### config.mk
export PLATFORM = sky130hd
export DESIGN_NAME = fct_ctrl
export DESIGN_NICKNAME = d
export VERILOG_FILES = /design/src/hw/rtl/fct_pkg.sv /design/src/hw/rtl/fct_ctrl.sv
export SDC_FILE = /design/constraint.sdc
export NUM_CORES = 1
export LEC_CHECK = 0
export BUFFER_PORTS_ARGS = -buffer_cell sky130_fd_sc_hd__buf_2
export CORE_AREA = 10 10 47 49
export CTS_CLUSTER_SIZE = 40
export DETAILED_ROUTE_END_ITERATION = 7
export DIE_AREA = 0 0 57 59
export GPL_ROUTABILITY_DRIVEN = 0
export PLACE_DENSITY = 0.53
export SYNTH_ARGS = -nofsm -noshare
export SYNTH_HDL_FRONTEND = slang
export SYNTH_SLANG_ARGS = --single-unit
### constraint.sdc
create_clock -name clk_i -period 2 [get_ports clk_i]
set_input_delay 0.5 -clock clk_i [delete_from_list [all_inputs] [get_ports clk_i]]
set_output_delay 0.5 -clock clk_i [all_outputs]
set_load 0.05 [all_outputs]
### src/hw/rtl/fct_pkg.sv
// ----------------------------------------------------------------------------
// fct_pkg
// types and constants of the frustum cull tester
// ----------------------------------------------------------------------------
package fct_pkg;

  localparam int NUM_PLANES = 6;
  localparam int PLANE_W    = 3;
  localparam int COEF_W     = 32;
  localparam int HALF_W     = 31;
  localparam int PROD_W     = 64;
  localparam int ACC_W      = 68;
  localparam int FRAC_W     = 16;
  localparam int NUM_COEFS  = 4;

  localparam logic [PLANE_W-1:0] FIRST_SIDE_PLANE = 3'd2;
  localparam logic [PLANE_W-1:0] LAST_PLANE       = PLANE_W'(NUM_PLANES - 1);

  typedef enum logic [1:0] {
    OP_LOAD   = 2'd0,
    OP_SPHERE = 2'd1,
    OP_SIDES  = 2'd2,
    OP_BOX    = 2'd3
  } op_e;

  typedef enum logic [2:0] {
    ST_IDLE,
    ST_MUL,
    ST_MAG,
    ST_ADD,
    ST_DONE
  } state_e;

  typedef struct packed {
    logic [1:0]         op;
    logic [2:0]         plane_sel;
    logic signed [31:0] coef_a;
    logic signed [31:0] coef_b;
    logic signed [31:0] coef_c;
    logic signed [31:0] coef_d;
    logic signed [31:0] center_x;
    logic signed [31:0] center_y;
    logic signed [31:0] center_z;
    logic [30:0]        half_x;
    logic [30:0]        half_y;
    logic [30:0]        half_z;
  } in_item_t;

  typedef struct packed {
    logic inside_res;
    logic was_test;
  } out_item_t;

  typedef struct packed {
    logic take_item;
    logic mul_centre;
    logic mul_mag;
    logic acc_add;
    logic check;
    logic next_plane;
    logic push;
  } cmd_t;

  typedef struct packed {
    logic new_load;
    logic box;
    logic last_plane;
  } status_t;

endpackage

### src/hw/rtl/fct_ctrl.sv
// ----------------------------------------------------------------------------
// fct_ctrl
// sequencer: steps the datapath through the planes of one transaction
// ----------------------------------------------------------------------------
module fct_ctrl
  import fct_pkg::*;
(
  input  logic    clk_i,
  input  logic    rst_ni,
  input  logic    in_valid_i,
  output logic    in_stall_o,
  output logic    out_valid_o,
  input  logic    out_stall_i,
  input  status_t status_i,
  output cmd_t    cmd_o
);

  state_e state_q, state_d;
  logic   out_valid_q, out_valid_d;
  logic   out_free;

  assign out_free = !out_valid_q || !out_stall_i;

  always_comb begin
    state_d = state_q;
    unique case (state_q)
      ST_IDLE: begin
        if (in_valid_i) begin
          state_d = status_i.new_load ? ST_DONE : ST_MUL;
        end
      end
      ST_MUL: state_d = status_i.box ? ST_MAG : ST_ADD;
      ST_MAG: state_d = ST_ADD;
      ST_ADD: state_d = status_i.last_plane ? ST_DONE : ST_MUL;
      ST_DONE: begin
        if (out_free) begin
          state_d = ST_IDLE;
        end
      end
      default: state_d = ST_IDLE;
    endcase
  end

  always_comb begin
    cmd_o = '0;
    unique case (state_q)
      ST_IDLE: cmd_o.take_item = in_valid_i;
      ST_MUL:  cmd_o.mul_centre = 1'b1;
      ST_MAG: begin
        cmd_o.acc_add = 1'b1;
        cmd_o.mul_mag = 1'b1;
      end
      ST_ADD: begin
        cmd_o.acc_add    = 1'b1;
        cmd_o.check      = 1'b1;
        cmd_o.next_plane = 1'b1;
      end
      ST_DONE: cmd_o.push = out_free;
      default: cmd_o = '0;
    endcase
  end

  assign out_valid_d = cmd_o.push || (out_valid_q && out_stall_i);

  always_ff @(posedge clk_i or negedge rst_ni) begin
    if (!rst_ni) begin
      state_q     <= ST_IDLE;
      out_valid_q <= 1'b0;
    end else begin
      state_q     <= state_d;
      out_valid_q <= out_valid_d;
    end
  end

  assign in_stall_o  = (state_q != ST_IDLE);
  assign out_valid_o = out_valid_q;

endmodule

==> results of run 1 <==
## final cells by class
class                           count  area [um2]
Multi-Input combinational cell     20       156.4
Inverter                            1       3.754
Sequential cell                     4       100.1
Clock buffer                        3       22.52
Fill cell                         166        1008
Tap cell                           16       20.02
Timing Repair Buffer               17       90.09
## state kept, by name (all words and copies together), names as in the netlist
register	cells
out_valid_o	1
state_q	3
## kinds of logic after synthesis
group,synth area share
flops,0.3980
compound gates,0.1243
simple gates,0.3384
xor+xnor,0.03483
buf+inv,0.04477
mux,0.05968
## layout by cell type (no fill, tap or decap)
master / instances
sky130_fd_sc_hd__nor2b_4: 1
sky130_fd_sc_hd__inv_1: 1
sky130_fd_sc_hd__xnor2_1: 1
sky130_fd_sc_hd__nor2_1: 2
sky130_fd_sc_hd__and2_1: 1
sky130_fd_sc_hd__buf_2: 15
sky130_fd_sc_hd__o21ai_1: 1
sky130_fd_sc_hd__clkbuf_4: 3
sky130_fd_sc_hd__dfrtp_1: 4
sky130_fd_sc_hd__a221oi_2: 1
sky130_fd_sc_hd__mux2_4: 1
sky130_fd_sc_hd__nor3b_2: 1
sky130_fd_sc_hd__nor2b_2: 1
sky130_fd_sc_hd__nand2b_1: 1
sky130_fd_sc_hd__nand2_1: 3
sky130_fd_sc_hd__buf_4: 2
sky130_fd_sc_hd__and3_2: 1
sky130_fd_sc_hd__a31oi_1: 1
sky130_fd_sc_hd__nand4_1: 1
sky130_fd_sc_hd__nor2_2: 1
sky130_fd_sc_hd__a21oi_2: 1
sky130_fd_sc_hd__or3_4: 1
## metrics by stage
stage	util	cells	area [um2]
floorplan	-	26	267.8
global placement	0.2643	58	370.4
detailed placement	0.2643	58	370.4
CTS	0.2804	61	392.9
global route	0.2804	61	392.9
finish	0.2804	61	392.9
## synthesized netlist by cell type, drive strengths merged
cell / n / area, um2
dfrtp: 4 / 100.1
nor2b: 2 / 15.02
buf: 1 / 7.510
nor2: 3 / 13.77
or3: 1 / 11.26
nand2: 3 / 11.26
and3: 1 / 7.510
nor3b: 1 / 7.510
inv: 1 / 3.750
a221oi: 1 / 15.01
nand4: 1 / 6.260
nand2b: 1 / 6.260
a21oi: 1 / 5.000
and2: 1 / 6.260
o21ai: 1 / 5.000
xnor2: 1 / 8.760
a31oi: 1 / 6.260
mux2: 1 / 15.01
## worst max-delay path, stage by stage, from the launching register on
cell	delay, ns
sky130_fd_sc_hd__dfrtp_1	0.45
sky130_fd_sc_hd__or3_4	0.40
sky130_fd_sc_hd__nor2_2	0.07
sky130_fd_sc_hd__buf_2	0.26
## per-layer routing
layer	wire length (um)	part of all wire	up-vias	track usage
li1	-	-	128	-
met4	19	0.027	0	0.06040
met3	102	0.15	2	0.03648
met5	0	0	-	0
met2	275	0.39	16	0.04961
met1	304	0.43	106	0.05060
## how the worst min path moves through the flow
stage | slack, ns | cells past startpoint | startpoint | to
finish | 0.06 | 1 | rst_ni | state_q[1]$_DFFE_PN0P_
global placement | 0.31 | 1 | rst_ni | state_q[1]$_DFFE_PN0P_
floorplan | 0.20 | 0 | rst_ni | out_valid_o$_DFF_PN0_
detailed placement | 0.31 | 1 | rst_ni | state_q[1]$_DFFE_PN0P_
global route | 0.05 | 1 | rst_ni | state_q[2]$_DFFE_PN0P_
CTS | 0.06 | 1 | rst_ni | state_q[1]$_DFFE_PN0P_
==> flow_summary_export.csv, run 1 <==
group,metric,value,unit
worst_setup_path,crit-reg2reg-launch,"state_q[1]$_DFFE_PN0P_",
sta,fin_hold_ws,0.06356,ns
sta,timing.clock.skew,0.0002004,ns
worst_setup_path,worst_setup_path_start_kind,"flip-flop",
sta,rsz0062_at_grt,"no",
clock_network,cts_buffers,3,
place,io_buffer_count,15,
detailed_routing,vias_per_cell,4.131,
worst_setup_path,setup.worst_path.start,"state_q[0]$_DFFE_PN0P_",
clock_network,clock_insertion_delay_at_the_later_pin_of_the_skew_report,0.23,ns
yosys,postSynthAreaPerCell,9.673,um2
detailed_routing,wire_per_inst,11.49,um
die,ioPinCount,16,
die,core,1401,um2
detailed_routing,via_count,252,
die,die_area,3363,um2
clock_network,cts-resized-gates,0,
sta,timing.fmax,0.5199,GHz
global_route,grt_pass1_vias,270,
worst_setup_path,reg2reg_setup_slack,0.87,ns
worst_setup_path,worstPathRequired,1.50,ns
global_route,overall_fraction_of_global_route_tracks_in_use,0.04735,
clock_network,clock-sinks,4,
clock_network,cts_setup_buffers,0,
die,chipWidth,57,um
finish,antenna_diode_count,0,
sta,setup_ws,0.07653,ns
yosys,post_synth_num_cell_types,20,
detailed_routing,drt-total-wl,701,um
worst_setup_path,worstReg2RegEnd,"state_q[0]$_DFFE_PN0P_",
worst_setup_path,critPathCapture,"cmd_o[6]",
yosys,synthCells,26,
detailed_routing,drt.antenna.violating_nets,0,
global_route,antenna_found_initial,0,
die,die_height,59,um
finish,nNetsFinal,54,
clock_network,clock_tree.root_cell,"sky130_fd_sc_hd__clkbuf_4",
detailed_routing,remaining_design_rule_violation_count,0,
place,hpwlAfterDp,595.9,um
flow_run,max_cap_violations,0,
sta,timing_hold_violations_final,0,
sta,final.period_utilization,0.9617,
sta,setup_tns,0,ns
yosys,synthesis.yosys.warnings,0,
global_route,globalRouteOverflowTotal,0,
finish,layout-drive-gt1-share,0.6444,
worst_setup_path,crit_path_end_kind,"output pin",
clock_network,cts_buffer_depth,2,
worst_setup_path,criticalPathCategory,"flip-flop to output pin",
worst_setup_path,worst-endpoint-arrival,1.42,ns
sta,final-setup-viol-count,0,
global_route,maximum_number_of_pins_on_one_net_before_global_route_repair,9,
worst_hold_path,holdCritPathClass,"input pin to asynchronous set/reset pin",
finish,synthToLayoutAreaGrowth,56.22,%
detailed_routing,drt_pass1_iterations,2,
yosys,yosysSeqAreaShare,0.3980,
yosys,syn_nets,33,
global_route,grt_first_pass_wirelength,1179,um
sta,max_slew.worst_pin.slew,0.2707,ns
die,placementRows,14,
yosys,post_synth_instance_area,251.5,um2
sta,post-route-min-period,1.923,ns
clock_network,clkTransAtPathRegs,0.04,ns
yosys,synth.ff_latch_count,4,
sta,worst_slew_margin_rel,0.8195,
sta,timing.final.max_slew_violations,0,
run_status,run_status,"finished clean",
detailed_routing,drt_iter0_drc,2,
clock_network,cts_hold_buf,0,
clock_network,cts_tree,"done",
worst_setup_path,critPathMaxFanout,8,
die,initial_core_util,0.1795,
clock_network,cts-htree-levels,1,
place,place_worst_setup_slack,0.3064,ns
worst_setup_path,number_of_cells_traversed_by_the_worst_register_to_register_path,2,
Power of run 1 is left out: the tool's default activity adds up to more than one toggle a clock period on the data nets, which glitch-free logic cannot reach.
==> run 2, diff against run 1 <==
--- a/config.mk
+++ b/config.mk
@@ -6,12 +6,15 @@
 export NUM_CORES = 1
 export LEC_CHECK = 0
 export BUFFER_PORTS_ARGS = -buffer_cell sky130_fd_sc_hd__buf_2
+export CELL_PAD_IN_SITES_DETAIL_PLACEMENT = 1
+export CELL_PAD_IN_SITES_GLOBAL_PLACEMENT = 2
 export CORE_AREA = 10 10 47 49
+export CTS_BUF_LIST = sky130_fd_sc_hd__clkbuf_8
 export CTS_CLUSTER_SIZE = 40
 export DETAILED_ROUTE_END_ITERATION = 7
 export DIE_AREA = 0 0 57 59
 export GPL_ROUTABILITY_DRIVEN = 0
-export PLACE_DENSITY = 0.53
+export PLACE_DENSITY = 0.78
 export SYNTH_ARGS = -nofsm -noshare
 export SYNTH_HDL_FRONTEND = slang
 export SYNTH_SLANG_ARGS = --single-unit
==> run 2 against run 1 <==
Net effect: hold slack better by 0.022 ns; count of clock-buffer cells in the layout stayed put; critical path depth stayed put; clock skew is 0.0016 ns higher.
==> flow_summary_export.csv, run 2 (synthesis gave the netlist of run 1 again) <==
group,metric,value,unit
clock_network,cts-htree-levels,1,
finish,multiInputGateArea,156.4,um2
clock_network,clkTransAtPathRegs,0.03,ns
worst_setup_path,worst_setup_path_start_kind,"flip-flop",
die,ioPinCount,16,
die,placementRows,14,
flow_run,max_cap_violations,0,
finish,nNetsFinal,54,
worst_setup_path,crit_path_end_kind,"output pin",
global_route,antenna_found_initial,0,
detailed_routing,vias_per_cell,4.295,
clock_network,cts-resized-gates,0,
sta,post-route-min-period,1.913,ns
global_route,grt_first_pass_wirelength,1242,um
worst_setup_path,worst-endpoint-arrival,1.41,ns
sta,timing_hold_violations_final,0,
sta,timing.fmax,0.5228,GHz
die,initial_core_util,0.1795,
clock_network,cts_buffers,3,
place,io_buffer_count,15,
die,chipWidth,57,um
detailed_routing,remaining_design_rule_violation_count,0,
clock_network,cts_hold_buf,0,
global_route,maximum_number_of_pins_on_one_net_before_global_route_repair,9,
finish,final_common_cell,"sky130_fd_sc_hd__buf_2",
worst_setup_path,number_of_cells_traversed_by_the_worst_register_to_register_path,2,
sta,rsz0062_at_grt,"no",
worst_setup_path,criticalPathCategory,"flip-flop to output pin",
detailed_routing,wire_per_inst,12.49,um
sta,max_slew.worst_pin.slew,0.2781,ns
worst_hold_path,holdCritPathClass,"input pin to asynchronous set/reset pin",
detailed_routing,drt.antenna.violating_nets,0,
sta,timing.clock.skew,0.001803,ns
die,die_height,59,um
finish,largest_register_ff_count,3,
global_route,grt_pass1_vias,287,
detailed_routing,drt_pass1_iterations,2,
clock_network,cts_setup_buffers,0,
finish,antenna_diode_count,0,
worst_setup_path,critPathMaxFanout,8,
finish,synthToLayoutAreaGrowth,63.68,%
detailed_routing,via_count,262,
finish,layout.filler_cells,178,
clock_network,clock-sinks,4,
run_status,run_status,"finished clean",
sta,timing.final.max_slew_violations,0,
die,die_area,3363,um2
clock_network,clock_insertion_delay_at_the_later_pin_of_the_skew_report,0.22,ns
finish,most-common-layout-cells,"sky130_fd_sc_hd__buf_2, sky130_fd_sc_hd__dfrtp_1, sky130_fd_sc_hd__nand2_1, sky130_fd_sc_hd__clkbuf_8",
detailed_routing,drt_iter0_drc,2,
worst_setup_path,worstPathRequired,1.50,ns
place,hpwlAfterDp,649.9,um
die,core,1401,um2
sta,final.period_utilization,0.9565,
global_route,overall_fraction_of_global_route_tracks_in_use,0.04948,
finish,top_register,"state_q",
sta,final-setup-viol-count,0,
finish,seq_area,100.1,um2
detailed_routing,drt-total-wl,762,um
clock_network,cts_buffer_depth,2,
sta,worst_slew_margin_rel,0.8146,
place,placed_area,370.4,um2
global_route,globalRouteOverflowTotal,0,
clock_network,cts_tree,"done",
finish,layout-drive-gt1-share,0.6444,
finish,stdcell_area,411.6,um2
clock_network,clock_tree.root_cell,"sky130_fd_sc_hd__clkbuf_8",
## run 2: cell counts in the layout (fill, tap and decap cells not counted)
Identical to the previous run, type by type.
## run 2: final timing paths
path                       slack [ns]              startpoint                endpoint
max                              0.09  state_q[0]$_DFFE_PN0P_                cmd_o[6]
min                              0.09                  rst_ni  state_q[2]$_DFFE_PN0P_
max reg2reg                      0.86  state_q[1]$_DFFE_PN0P_  state_q[0]$_DFFE_PN0P_
min reg2reg                      0.53   out_valid_o$_DFF_PN0_   out_valid_o$_DFF_PN0_
max in group asynchronous        1.79                  rst_ni  state_q[0]$_DFFE_PN0P_
min in group clk_i               0.52             out_stall_i   out_valid_o$_DFF_PN0_
## run 2: layout make-up
cell class,count,share of cell area
clock buffers,3,0.1003
inverters,1,0.009119
multi-input cells,20,0.3799
well taps,16,0.04863
repair buffers,17,0.2188
flip-flops and latches,4,0.2432
## run 2: layer usage
| layer | vias to the layer above | routed length, um | GRT usage | share of wire |
|---|---|---|---|---|
| met5 | - | 0 | 0 | 0 |
| met3 | 4 | 147 | 0.03433 | 0.19 |
| met4 | 0 | 35 | 0.07047 | 0.046 |
| li1 | 128 | - | - | - |
| met1 | 115 | 253 | 0.04447 | 0.33 |
| met2 | 15 | 326 | 0.06202 | 0.43 |
## run 2: per-stage QoR
stage	hold WS [ns]	setup TNS [ns]	setup WS, ns	instances	utilization
final	0.08512	0	0.08708	61	0.2938
after global routing	0.08888	0	0.03262	61	0.2938
after CTS	0.08086	0	0.06917	61	0.2938
after detailed placement	0.3136	0	0.3052	58	0.2643
after global placement	0.3075	0	0.3269	58	0.2643
after floorplan	0.2044	-0.1171	-0.1171	26	-
## run 2: worst max-delay path, cell delays in order (launching register included)
cell	delay [ns]
sky130_fd_sc_hd__dfrtp_1	0.46
sky130_fd_sc_hd__or3_4	0.41
sky130_fd_sc_hd__nor2_2	0.07
sky130_fd_sc_hd__buf_2	0.26
Power of run 2 is left out for the same reason.
